--- src/rtl/tcs_pkg.sv ---
package tcs_pkg;

    localparam int unsigned MAX_SEGMENT_BYTES = 65535;
    localparam int unsigned MIN_HEADER_BYTES  = 20;
    localparam int unsigned COUNT_W           = 16;
    localparam logic [7:0]  PROTOCOL_TCP      = 8'd6;

    localparam int unsigned IN_TDATA_W  = 72;
    localparam int unsigned OUT_TDATA_W = 160;

    // Segment queue between the byte front end and the result back end.
    localparam int unsigned QUEUE_DEPTH = 2;
    localparam int unsigned QUEUE_PTR_W = (QUEUE_DEPTH > 1) ? $clog2(QUEUE_DEPTH) : 1;
    localparam int unsigned QUEUE_CNT_W = $clog2(QUEUE_DEPTH + 1);

    typedef enum logic [1:0] {
        ST_OK         = 2'd0,
        ST_SHORT      = 2'd1,
        ST_BAD_OFFSET = 2'd2,
        ST_TOO_LONG   = 2'd3
    } t_status;

    typedef struct packed {
        logic               too_long;
        logic [COUNT_W-1:0] len;
        logic [31:0]        run_sum;
        logic [7:0]         held;
        logic [17:0]        addr_sum;
        logic [31:0]        ports;
        logic [63:0]        seq_ack;
        logic [3:0]         hdr_words;
        logic [5:0]         flags;
        logic [31:0]        win_urg;
    } t_seg_rec;

    typedef struct packed {
        logic [15:0] payload_length;
        logic        checksum_ok;
        logic [15:0] urgent_pointer;
        logic [15:0] window_size;
        logic [5:0]  flag_bits;
        logic [3:0]  header_words;
        logic [31:0] acknowledgement_number;
        logic [31:0] sequence_number;
        logic [15:0] destination_port;
        logic [15:0] source_port;
    } t_result;

endpackage

--- src/rtl/tcp_segment_checker_unit.sv ---
// Channel  Direction  Ports                                  Transaction
// s        in         s_tvalid s_tready s_tdata s_tlast      one segment byte
// m        out        m_tvalid m_tready m_tdata m_tuser      one checked segment
//
// One byte is taken per cycle while the segment queue has room.
// A result becomes valid after its segment leaves the queue and passes the registered sum stage, then the fold stage.
// Two finished segments can wait in the queue while the output is stalled.
// Synchronous active-low reset clears the front end's segment state and empties the queue and the pipeline.
module tcp_segment_checker_unit (
    input  logic                                i_clk,
    input  logic                                i_rst_n,
    input  logic                                s_tvalid,
    output logic                                s_tready,
    // data_byte[7:0], source_address[39:8], destination_address[71:40]
    input  logic [tcs_pkg::IN_TDATA_W-1:0]      s_tdata,
    input  logic                                s_tlast,
    output logic                                m_tvalid,
    input  logic                                m_tready,
    // source_port[15:0], destination_port[31:16], sequence_number[63:32],
    // acknowledgement_number[95:64], header_words[99:96], flag_bits[105:100],
    // window_size[121:106], urgent_pointer[137:122], checksum_ok[138],
    // payload_length[154:139], zero fill above
    output logic [tcs_pkg::OUT_TDATA_W-1:0]     m_tdata,
    // status[1:0]
    output logic [1:0]                          m_tuser
);

    tcs_pkg::t_seg_rec front_rec, queue_rec;
    tcs_pkg::t_result  result;
    tcs_pkg::t_status  status;
    logic front_push, queue_not_full, queue_not_empty, back_pop;

    tcs_front u_front (
        .i_clk                 (i_clk),
        .i_rst_n               (i_rst_n),
        .i_valid               (s_tvalid),
        .i_data_byte           (s_tdata[7:0]),
        .i_last_byte           (s_tlast),
        .i_source_address      (s_tdata[39:8]),
        .i_destination_address (s_tdata[71:40]),
        .i_queue_ready         (queue_not_full),
        .o_ready               (s_tready),
        .o_push                (front_push),
        .o_rec                 (front_rec)
    );

    tcs_queue u_queue (
        .i_clk       (i_clk),
        .i_rst_n     (i_rst_n),
        .i_push      (front_push),
        .i_rec       (front_rec),
        .i_pop       (back_pop),
        .o_not_full  (queue_not_full),
        .o_not_empty (queue_not_empty),
        .o_rec       (queue_rec)
    );

    tcs_back u_back (
        .i_clk    (i_clk),
        .i_rst_n  (i_rst_n),
        .i_valid  (queue_not_empty),
        .i_rec    (queue_rec),
        .o_pop    (back_pop),
        .o_valid  (m_tvalid),
        .i_ready  (m_tready),
        .o_result (result),
        .o_status (status)
    );

    assign m_tdata = {(tcs_pkg::OUT_TDATA_W - $bits(tcs_pkg::t_result))'(0), result};
    assign m_tuser = status;

endmodule

--- src/rtl/tcs_front.sv ---
module tcs_front (
    input  logic              i_clk,
    input  logic              i_rst_n,
    input  logic              i_valid,
    input  logic [7:0]        i_data_byte,
    input  logic              i_last_byte,
    input  logic [31:0]       i_source_address,
    input  logic [31:0]       i_destination_address,
    input  logic              i_queue_ready,
    output logic              o_ready,
    output logic              o_push,
    output tcs_pkg::t_seg_rec o_rec
);

    localparam logic [tcs_pkg::COUNT_W-1:0] MAX_COUNT =
        tcs_pkg::COUNT_W'(tcs_pkg::MAX_SEGMENT_BYTES);

    logic [tcs_pkg::COUNT_W-1:0] r_count, n_count;
    logic [31:0] r_sum, n_sum;
    logic [7:0]  r_held, n_held;
    logic [17:0] r_addr_sum, n_addr_sum;
    logic [31:0] r_ports, n_ports;
    logic [63:0] r_seq_ack, n_seq_ack;
    logic [3:0]  r_hdr_words, n_hdr_words;
    logic [5:0]  r_flags, n_flags;
    logic [31:0] r_win_urg, n_win_urg;
    logic        r_too_long, n_too_long;
    logic        accept;

    assign o_ready = i_queue_ready;
    assign accept  = i_valid && i_queue_ready;
    assign o_push  = accept && i_last_byte;

    always_comb begin
        n_count     = r_count;
        n_sum       = r_sum;
        n_held      = r_held;
        n_addr_sum  = r_addr_sum;
        n_ports     = r_ports;
        n_seq_ack   = r_seq_ack;
        n_hdr_words = r_hdr_words;
        n_flags     = r_flags;
        n_win_urg   = r_win_urg;
        n_too_long  = r_too_long;
        if (accept) begin
            if (r_count == '0 && !r_too_long) begin
                n_addr_sum = {2'b00, i_source_address[31:16]}
                           + {2'b00, i_source_address[15:0]}
                           + {2'b00, i_destination_address[31:16]}
                           + {2'b00, i_destination_address[15:0]};
            end
            if (r_count >= MAX_COUNT) begin
                n_too_long = 1'b1;
            end else begin
                if (r_count < 16'd4) begin
                    n_ports = {r_ports[23:0], i_data_byte};
                end else if (r_count < 16'd12) begin
                    n_seq_ack = {r_seq_ack[55:0], i_data_byte};
                end else if (r_count == 16'd12) begin
                    n_hdr_words = i_data_byte[7:4];
                end else if (r_count == 16'd13) begin
                    n_flags = i_data_byte[5:0];
                end else if (r_count == 16'd14 || r_count == 16'd15
                             || r_count == 16'd18 || r_count == 16'd19) begin
                    n_win_urg = {r_win_urg[23:0], i_data_byte};
                end
                if (!r_count[0]) begin
                    n_held = i_data_byte;
                end else begin
                    n_sum = r_sum + {16'h0000, r_held, i_data_byte};
                end
                n_count = r_count + 1'b1;
            end
        end
    end

    always_comb begin
        o_rec.too_long  = n_too_long;
        o_rec.len       = n_count;
        o_rec.run_sum   = n_sum;
        o_rec.held      = n_held;
        o_rec.addr_sum  = n_addr_sum;
        o_rec.ports     = n_ports;
        o_rec.seq_ack   = n_seq_ack;
        o_rec.hdr_words = n_hdr_words;
        o_rec.flags     = n_flags;
        o_rec.win_urg   = n_win_urg;
    end

    always_ff @(posedge i_clk) begin
        if (!i_rst_n || o_push) begin
            r_count     <= '0;
            r_sum       <= '0;
            r_held      <= '0;
            r_addr_sum  <= '0;
            r_ports     <= '0;
            r_seq_ack   <= '0;
            r_hdr_words <= '0;
            r_flags     <= '0;
            r_win_urg   <= '0;
            r_too_long  <= 1'b0;
        end else begin
            r_count     <= n_count;
            r_sum       <= n_sum;
            r_held      <= n_held;
            r_addr_sum  <= n_addr_sum;
            r_ports     <= n_ports;
            r_seq_ack   <= n_seq_ack;
            r_hdr_words <= n_hdr_words;
            r_flags     <= n_flags;
            r_win_urg   <= n_win_urg;
            r_too_long  <= n_too_long;
        end
    end

endmodule

--- src/rtl/tcs_queue.sv ---
module tcs_queue (
    input  logic              i_clk,
    input  logic              i_rst_n,
    input  logic              i_push,
    input  tcs_pkg::t_seg_rec i_rec,
    input  logic              i_pop,
    output logic              o_not_full,
    output logic              o_not_empty,
    output tcs_pkg::t_seg_rec o_rec
);

    localparam logic [tcs_pkg::QUEUE_PTR_W-1:0] LAST_PTR =
        tcs_pkg::QUEUE_PTR_W'(tcs_pkg::QUEUE_DEPTH - 1);
    localparam logic [tcs_pkg::QUEUE_CNT_W-1:0] FULL_CNT =
        tcs_pkg::QUEUE_CNT_W'(tcs_pkg::QUEUE_DEPTH);

    tcs_pkg::t_seg_rec r_mem [tcs_pkg::QUEUE_DEPTH];
    logic [tcs_pkg::QUEUE_PTR_W-1:0] r_wr_ptr, r_rd_ptr;
    logic [tcs_pkg::QUEUE_CNT_W-1:0] r_cnt;
    logic do_push, do_pop;

    assign o_not_full  = (r_cnt != FULL_CNT);
    assign o_not_empty = (r_cnt != '0);
    assign do_push     = i_push && o_not_full;
    assign do_pop      = i_pop && o_not_empty;
    assign o_rec       = r_mem[r_rd_ptr];

    always_ff @(posedge i_clk) begin
        if (do_push) begin
            r_mem[r_wr_ptr] <= i_rec;
        end
    end

    always_ff @(posedge i_clk) begin
        if (!i_rst_n) begin
            r_wr_ptr <= '0;
            r_rd_ptr <= '0;
            r_cnt    <= '0;
        end else begin
            if (do_push) begin
                r_wr_ptr <= (r_wr_ptr == LAST_PTR) ? '0 : r_wr_ptr + 1'b1;
            end
            if (do_pop) begin
                r_rd_ptr <= (r_rd_ptr == LAST_PTR) ? '0 : r_rd_ptr + 1'b1;
            end
            if (do_push && !do_pop) begin
                r_cnt <= r_cnt + 1'b1;
            end else if (do_pop && !do_push) begin
                r_cnt <= r_cnt - 1'b1;
            end
        end
    end

endmodule

--- src/rtl/tcs_back.sv ---
module tcs_back (
    input  logic              i_clk,
    input  logic              i_rst_n,
    input  logic              i_valid,
    input  tcs_pkg::t_seg_rec i_rec,
    output logic              o_pop,
    output logic              o_valid,
    input  logic              i_ready,
    output tcs_pkg::t_result  o_result,
    output tcs_pkg::t_status  o_status
);

    localparam logic [tcs_pkg::COUNT_W-1:0] MIN_LEN =
        tcs_pkg::COUNT_W'(tcs_pkg::MIN_HEADER_BYTES);

    logic                        r_s1_valid;
    logic [31:0]                 r_s1_sum;
    logic                        r_s1_keep;
    tcs_pkg::t_status            r_s1_status;
    tcs_pkg::t_result            r_s1_result;
    logic                        r_o_valid;
    tcs_pkg::t_status            r_o_status;
    tcs_pkg::t_result            r_o_result;

    tcs_pkg::t_status            n_status;
    tcs_pkg::t_result            n_s1_result;
    tcs_pkg::t_result            n_o_result;
    logic [31:0]                 n_sum;
    logic [tcs_pkg::COUNT_W-1:0] hdr_len;
    logic [7:0]                  pad_byte;
    logic [16:0]                 fold;
    logic                        adv_o, load_s1;

    assign adv_o   = !r_o_valid || i_ready;
    assign load_s1 = !r_s1_valid || adv_o;
    assign o_pop   = i_valid && load_s1;

    always_comb begin
        hdr_len  = {10'b0, i_rec.hdr_words, 2'b00};
        pad_byte = i_rec.len[0] ? i_rec.held : 8'h00;
        n_sum    = i_rec.run_sum
                 + {16'h0000, pad_byte, 8'h00}
                 + {14'b0, i_rec.addr_sum}
                 + {24'b0, tcs_pkg::PROTOCOL_TCP}
                 + {16'h0000, i_rec.len};
        if (i_rec.too_long) begin
            n_status = tcs_pkg::ST_TOO_LONG;
        end else if (i_rec.len < MIN_LEN) begin
            n_status = tcs_pkg::ST_SHORT;
        end else if (hdr_len < MIN_LEN || hdr_len > i_rec.len) begin
            n_status = tcs_pkg::ST_BAD_OFFSET;
        end else begin
            n_status = tcs_pkg::ST_OK;
        end
        n_s1_result = '0;
        if (n_status == tcs_pkg::ST_OK || n_status == tcs_pkg::ST_BAD_OFFSET) begin
            n_s1_result.source_port            = i_rec.ports[31:16];
            n_s1_result.destination_port       = i_rec.ports[15:0];
            n_s1_result.sequence_number        = i_rec.seq_ack[63:32];
            n_s1_result.acknowledgement_number = i_rec.seq_ack[31:0];
            n_s1_result.header_words           = i_rec.hdr_words;
            n_s1_result.flag_bits              = i_rec.flags;
            n_s1_result.window_size            = i_rec.win_urg[31:16];
            n_s1_result.urgent_pointer         = i_rec.win_urg[15:0];
        end
        if (n_status == tcs_pkg::ST_OK) begin
            n_s1_result.payload_length = i_rec.len - hdr_len;
        end
    end

    always_comb begin
        fold       = {1'b0, r_s1_sum[31:16]} + {1'b0, r_s1_sum[15:0]};
        n_o_result = r_s1_result;
        n_o_result.checksum_ok = r_s1_keep && (fold == 17'h0FFFF || fold == 17'h1FFFE);
    end

    always_ff @(posedge i_clk) begin
        if (!i_rst_n) begin
            r_s1_valid <= 1'b0;
            r_o_valid  <= 1'b0;
        end else begin
            if (load_s1) begin
                r_s1_valid <= i_valid;
            end
            if (adv_o) begin
                r_o_valid <= r_s1_valid;
            end
        end
    end

    always_ff @(posedge i_clk) begin
        if (o_pop) begin
            r_s1_sum    <= n_sum;
            r_s1_status <= n_status;
            r_s1_keep   <= (n_status == tcs_pkg::ST_OK || n_status == tcs_pkg::ST_BAD_OFFSET);
            r_s1_result <= n_s1_result;
        end
        if (adv_o && r_s1_valid) begin
            r_o_status <= r_s1_status;
            r_o_result <= n_o_result;
        end
    end

    assign o_valid  = r_o_valid;
    assign o_result = r_o_result;
    assign o_status = r_o_status;

endmodule

--- config.mk ---
export PLATFORM = sky130hd
export DESIGN_NAME = tcp_segment_checker_unit
export DESIGN_NICKNAME = d
export VERILOG_FILES = /design/src/rtl/tcs_pkg.sv /design/src/rtl/tcp_segment_checker_unit.sv /design/src/rtl/tcs_front.sv /design/src/rtl/tcs_queue.sv /design/src/rtl/tcs_back.sv
export SDC_FILE = /design/constraint.sdc
export NUM_CORES = 1
export LEC_CHECK = 0
export BUFFER_PORTS_ARGS = -buffer_cell sky130_fd_sc_hd__buf_2
export CELL_PAD_IN_SITES_DETAIL_PLACEMENT = 0
export CELL_PAD_IN_SITES_GLOBAL_PLACEMENT = 1
export CORE_UTILIZATION = 30
export DETAILED_ROUTE_END_ITERATION = 7
export PLACE_DENSITY = 0.52
export SYNTH_ARGS = -nofsm -noshare
export SYNTH_HDL_FRONTEND = slang
export SYNTH_SLANG_ARGS = --single-unit
export TNS_END_PERCENT = 30
--- constraint.sdc ---
create_clock -name i_clk -period 13.6 [get_ports i_clk]
set_input_delay 0 -clock i_clk [delete_from_list [all_inputs] [get_ports i_clk]]
set_output_delay 0 -clock i_clk [all_outputs]
set_load 0.05 [all_outputs]
# Word-level counts from Yosys, hierarchy flattened
# Memories as Yosys holds them, arrays and structs flattened. A register that Yosys moved wholly into a read port is not among the register bits.
# Cells that the tools add are included.
# totals
reg_bits	565
mem_bits_rw	426
output_inout_bits	164
wordCells	148
mem_count	1
# op_classes
add_sub_neg	15
order_cmp	6
n_eq_ne	10
muxes	49
n_reduce_logical	29
# memory_table
name	depth	word_bits	rd	rd_ports_with_merged_regs	wr	line_no	text
u_queue.r_mem	2	213	1	1	1	tcs_queue.sv:17	tcs_pkg::t_seg_rec r_mem [tcs_pkg::QUEUE_DEPTH];
# op_table
op	count
32-bit 2-to-1 mux	13
64-bit 2-to-1 mux	4
32-bit by 16-bit adder with 32-bit output	3
16-bit by 4-bit equality test with 1-bit output, second input constant	4
18-bit by 16-bit adder with 18-bit output	2
18-bit 2-to-1 mux	2
6-bit 2-to-1 mux	6
16-bit by 16-bit adder with 17-bit output	2
32-bit by 18-bit adder with 32-bit output	1
32-bit by 3-bit adder with 32-bit output, second input constant	1
16-bit by 5-bit equality test with 1-bit output, second input constant	2
16-bit 2-to-1 mux	2
8-bit 2-to-1 mux	4
4-bit 2-to-1 mux	5
17-bit by 16-bit equality test with 1-bit output, second input constant	1
17-bit equality test, second input constant	1
16-bit by 1-bit adder with 16-bit output, second input constant	1
16-bit >= comparator, second input constant	1
6-bit by 16-bit greater-than comparator with 1-bit output	1
16-bit logical NOT	1
16-bit by 3-bit less-than comparator with 1-bit output, second input constant	1
16-bit by 4-bit less-than comparator with 1-bit output, second input constant	1
16-bit by 5-bit less-than comparator with 1-bit output, second input constant	1
16-bit by 6-bit subtractor with 16-bit output	1
13 further kinds	48

# Depth between registers and ports, before layout
# logic_depth
ltp_word	11
depth_mapped	21

# Hierarchy
# A second synthesis with hierarchy kept.
# unflattened
hier_cells	2855
hier_area_um2	42475.7
# modules_own_cells
mod	n_inst	cells_per_inst	area_per_inst_um2
tcs_queue	1	687	16316.9
tcs_back	1	997	14945.6
tcs_front	1	1165	11172.0
tcp_segment_checker_unit	1	6	41.3

# Worst setup path after synthesis
# No wires, ideal clock.
# synth_path
kind	flip-flop to flip-flop
from	reg u_queue.r_cnt[0] in the netlist's numbering
to	reg u_queue.r_wr_ptr
setup_time_ns	0.099
arrival_time_ns	10.784
setup_slack_ns	2.717
stages_incl_launch_ff	6
path_buffers	0
synth_period_minus_slack_ns	10.883
path_cell_list	dfxtp_1 nand2b_1 and2_1 nand2_1 nor2_1 o21a_1
# synth_between
elab_chain_cells	4
# synth_rtl
element	line_no	text
start: declaration	tcs_queue.sv:19	logic [tcs_pkg::QUEUE_CNT_W-1:0] r_cnt;
start signal: assignment	tcs_queue.sv:47	r_cnt <= r_cnt + 1'b1;
start signal: assignment	tcs_queue.sv:49	r_cnt <= r_cnt - 1'b1;
2-bit != test *	tcs_queue.sv:22	assign o_not_full = (r_cnt != FULL_CNT);
named net s_tready	tcp_segment_checker_unit.sv:13	output logic s_tready,
1-bit logical AND	tcs_front.sv:31	assign accept = i_valid && i_queue_ready;
1-bit logical AND	tcs_front.sv:32	assign o_push = accept && i_last_byte;
1-bit logical AND *	tcs_queue.sv:24	assign do_push = i_push && o_not_full;
end signal: assignment	tcs_queue.sv:41	r_wr_ptr <= (r_wr_ptr == LAST_PTR) ? '0 : r_wr_ptr + 1'b1;
end: declaration	tcs_queue.sv:18	logic [tcs_pkg::QUEUE_PTR_W-1:0] r_wr_ptr, r_rd_ptr;
# The timed path passes the listed nets; every way through them passes the cells marked *.
# A chain may end at the register's enable or synchronous reset.

==> reports/metrics.yaml <==
timing:
  skew_ns: 0.0313
  hold-worst-slack_ns: 0.0737
  fin_setup_tns_ns: 0
  clock.fmax_ghz: 0.183
  hold_viol: 0
  slew_violations: 0
  period_needed_ns: 5.46
  finalSetupViolations: 0
  post-route-period-util_pct: 40.2
  worst_pin_slew_ns: 1.14
  slew_headroom_pct: 21.8
  rsz0062_at_grt: "false"
grt:
  grt_pass1_wl_mm: 140
  grt_pass1_vias: 22800
  grt_max_degree: 138
  antenna_found_initial: 10
  grt.total_usage_pct: 13.4
  globalRouteOverflowTotal: 0
clock_network:
  insertion_delay_ns: 0.70
  ctsRootBufferMaster: "clkbuf_16"
  ctsHoldBuffers: 7
  clock_path_buffers: 3
  cts_resized: 0
  cts_setup_buffers: 0
  cts_tree: "done"
  path_clk_slew_ns: 0.06
  numCtsBuffers: 109
  clock_sinks: 992
  htree_levels: 3
synthesis:
  synth_top_area_cell: "edfxtp_1"
  syn_area_per_cell_sq_um: 14.5
  synth_edf_count: 772
  synth_top_area_share_pct: 56.6
  synth-async-reset-ratio_pct: 0
  synthMuxAreaShare_pct: 9.54
  synth_top_family_by_area: "multiplexers"
  synthSimpleGateAreaFrac_pct: 8.87
  seq_area_frac_synth_pct: 67.4
  synth-adder-area-share_pct: 5.40
  synth_cell_types: 67
  synth_area_sq_mm: 0.0409
  yosysWarningCount: 0
  synth-xor-area-share_pct: 2.14
  synthCells: 2815
  netlist_top_cells_area: "edfxtp_1, dfxtp_1, mux2_2"
  synth_compound_area_share_pct: 4.48
  ys.flop_type: "edfxtp_1"
  yosys_register_bits: 992
placement:
  gp_congestion: 0.801
  portBuffers: 235
  post-dp-hpwl_mm: 62.3
detailed_routing:
  wire_per_inst_um: 18.7
  first_pass_iters: 5
  viasPerCell: 4.49
  ant_nets: 0
  finalWirelength_mm: 93.0
  initialDrtViolationCount: 1342
  dr_total_vias: 22300
  drc_errors: 0
pwr:
  power_per_cell_area_mw_per_mm2: 212
  total_power_uw: 10200
  ir_drop_mv: 0.123
  p_switching_uw: 3380
  p_comb_share_pct: 28.8
  power_frac_seq_pct: 42.3
  leakagePower_uw: 0.0178
  clkPwrFrac_pct: 28.9
  p_sw_share_pct: 33.3
  intPower_uw: 6780
critical_path:
  worstPathArrival_ns: 5.87
  crit_chain: "buf_4 > mux2i_1 > ha_1 > inv_1 > fa_1 > ha_1 > inv_1 > fa_1 > nor2b_1 > o31ai_1 > a211oi_1 > a211oi_1 > o31a_1 > nor2_1 > nand3_1 > xor2_1"
  criticalPathCategory: "register to register"
  required_ns: 14.01
  slowest_delay_ns: 0.77
  critPathMaxFanout: 46
  slowest_stage: "buf_4"
  cp-end-kind: "register"
  crit_path_start_kind: "register"
finish:
  nNetsFinal: 3320
  areaGrowthSynthToFinish_pct: 16.8
  layout-drive-gt1-share_pct: 19.3
  fill_cells: 13100
  multiInputGateArea_sq_mm: 0.0125
  utilization_pct: 35.3
  regArea_sq_mm: 0.0276
run_status:
  outcome: "finished clean"
hold_path:
  hp-class: "primary input to register"
  min-delay-start: "s_tdata[7]"
run:
  maxCapViolCount: 0
floorplanning:
  die_x_um: 371
  die-area_sq_mm: 0.138
  ios: 241
  start_util_pct: 30.2
  core_sq_mm: 0.135
  row_count: 135
  dieHeight_um: 371
-- per-stage QoR --
step,worst slack [ns],cells,instance area (sq um)
after global routing,7.72,4970,47800
after detailed placement,8.05,4757,44100
after floorplan,2.72,2819,41000
after global placement,8.18,4757,44100
after CTS,7.98,4970,47800
final,8.14,4971,47800
-- cells in the mapped netlist (all sizes together), types with 40 or more instances --
library cell / n
a21oi: 77
and2: 211
buf: 59
clkbuf: 40
dfxtp: 220
edfxtp: 772
fa: 46
ha: 103
inv: 111
mux2: 190
mux2i: 166
nand2: 106
nor2: 232
o21ai: 77
xnor2: 54
xor2: 46
-- critical path, delay by kind of cell, from the launching register on --
| kind | cells | cell delay [ns] |
|---|---|---|
| fa+ha+maj | 4 | 1.30 |
| compound gates | 4 | 1.11 |
| buf+inv | 3 | 0.89 |
| flops | 1 | 0.73 |
| simple gates | 3 | 0.60 |
| mux | 1 | 0.31 |
| xor+xnor | 1 | 0.18 |
-- registers in the layout, indices dropped and copies added, names as in the netlist, 4 cells and up, named ones only --
signal / flops
u_back.n_o_result: 154
u_back.o_result: 155
u_back.r_s1_sum: 32
u_front.r_addr_sum: 18
u_front.r_count: 16
u_front.r_flags: 6
u_front.r_hdr_words: 4
u_front.r_held: 8
u_front.r_ports: 32
u_front.r_seq_ack: 64
u_front.r_sum: 32
u_front.r_win_urg: 32
u_queue.r_mem: 426
-- power groups by stage --
stage               clock network (uW)  registers [uW]  logic [uW]
floorplan                            0            4700        1830
global placement                     0            4370        2920
detailed placement                   0            4380        2960
CTS                               3040            4320        2990
global route                      3140            4350        3240
finish                            2930            4300        2930
-- cells by family (layout without fill, tap and decap cells) --
family | count (synthesis) | after routing
AOI/OAI and AO/OA | 288 | 288
and+or+nand+nor | 719 | 719
buffers and inverters | 210 | 580
adders and majority gates | 149 | 149
other | 1 | 6
xor gates and xnor gates | 100 | 100
DFF | 992 | 992
muxes | 356 | 356
-- worst paths after layout --
| kind | slack [ns] | end | depth (start not counted) |
|---|---|---|---|
| max | 8.14 | u_back.r_s1_sum[28] | 16 |
| min | 0.07 | u_queue.r_mem[0][7] | 2 |
| max reg2reg | 8.14 | u_back.r_s1_sum[28] | 16 |
| min reg2reg | 0.41 | u_back.o_result[41] | 0 |
-- cell type report --
cell class / instances / area share, %
multi-input combinational: 1617 / 26.2
inverter: 111 / 0.892
antenna: 1 / 0.00523
tap: 1781 / 4.66
timing repair buffer: 263 / 2.96
sequential: 992 / 57.7
clock buffer: 147 / 6.28
clock inverter: 59 / 1.36
-- placed cells by master (no fill, tap or decap), types with 9 or more instances in the layout --
master     instances
xor2_1            46
nor2_1           231
nand4_1           14
a21oi_1           77
buf_2            235
and2_1           210
xnor2_1           54
o21a_1            21
nand3_1           28
o21ai_0           73
nand2_1          105
a21o_1            21
clkinv_2          23
mux2_4            28
inv_1            109
edfxtp_1         772
clkbuf_1          27
ha_1             103
fa_1              46
o211ai_1           9
mux2_2           151
nor3_1            36
clkinv_1          15
mux2i_1          166
nand2b_1          14
mux2_1            11
nor2b_1           22
a211oi_1          14
buf_4             20
dfxtp_1          219
o21bai_1           9
and3_1            11
o31ai_1           10
clkbuf_8           9
clkbuf_16        111
-- metal layers --
metal / up-vias / routed length (um) / GRT usage (%)
li1: 10800 / - / -
met1: 10900 / 45600 / 19.1
met2: 487 / 41900 / 21.0
met3: 110 / 3740 / 2.01
met4: 0 / 1850 / 3.84
met5: - / 0 / 0
Power figures use the tool's default switching activity.
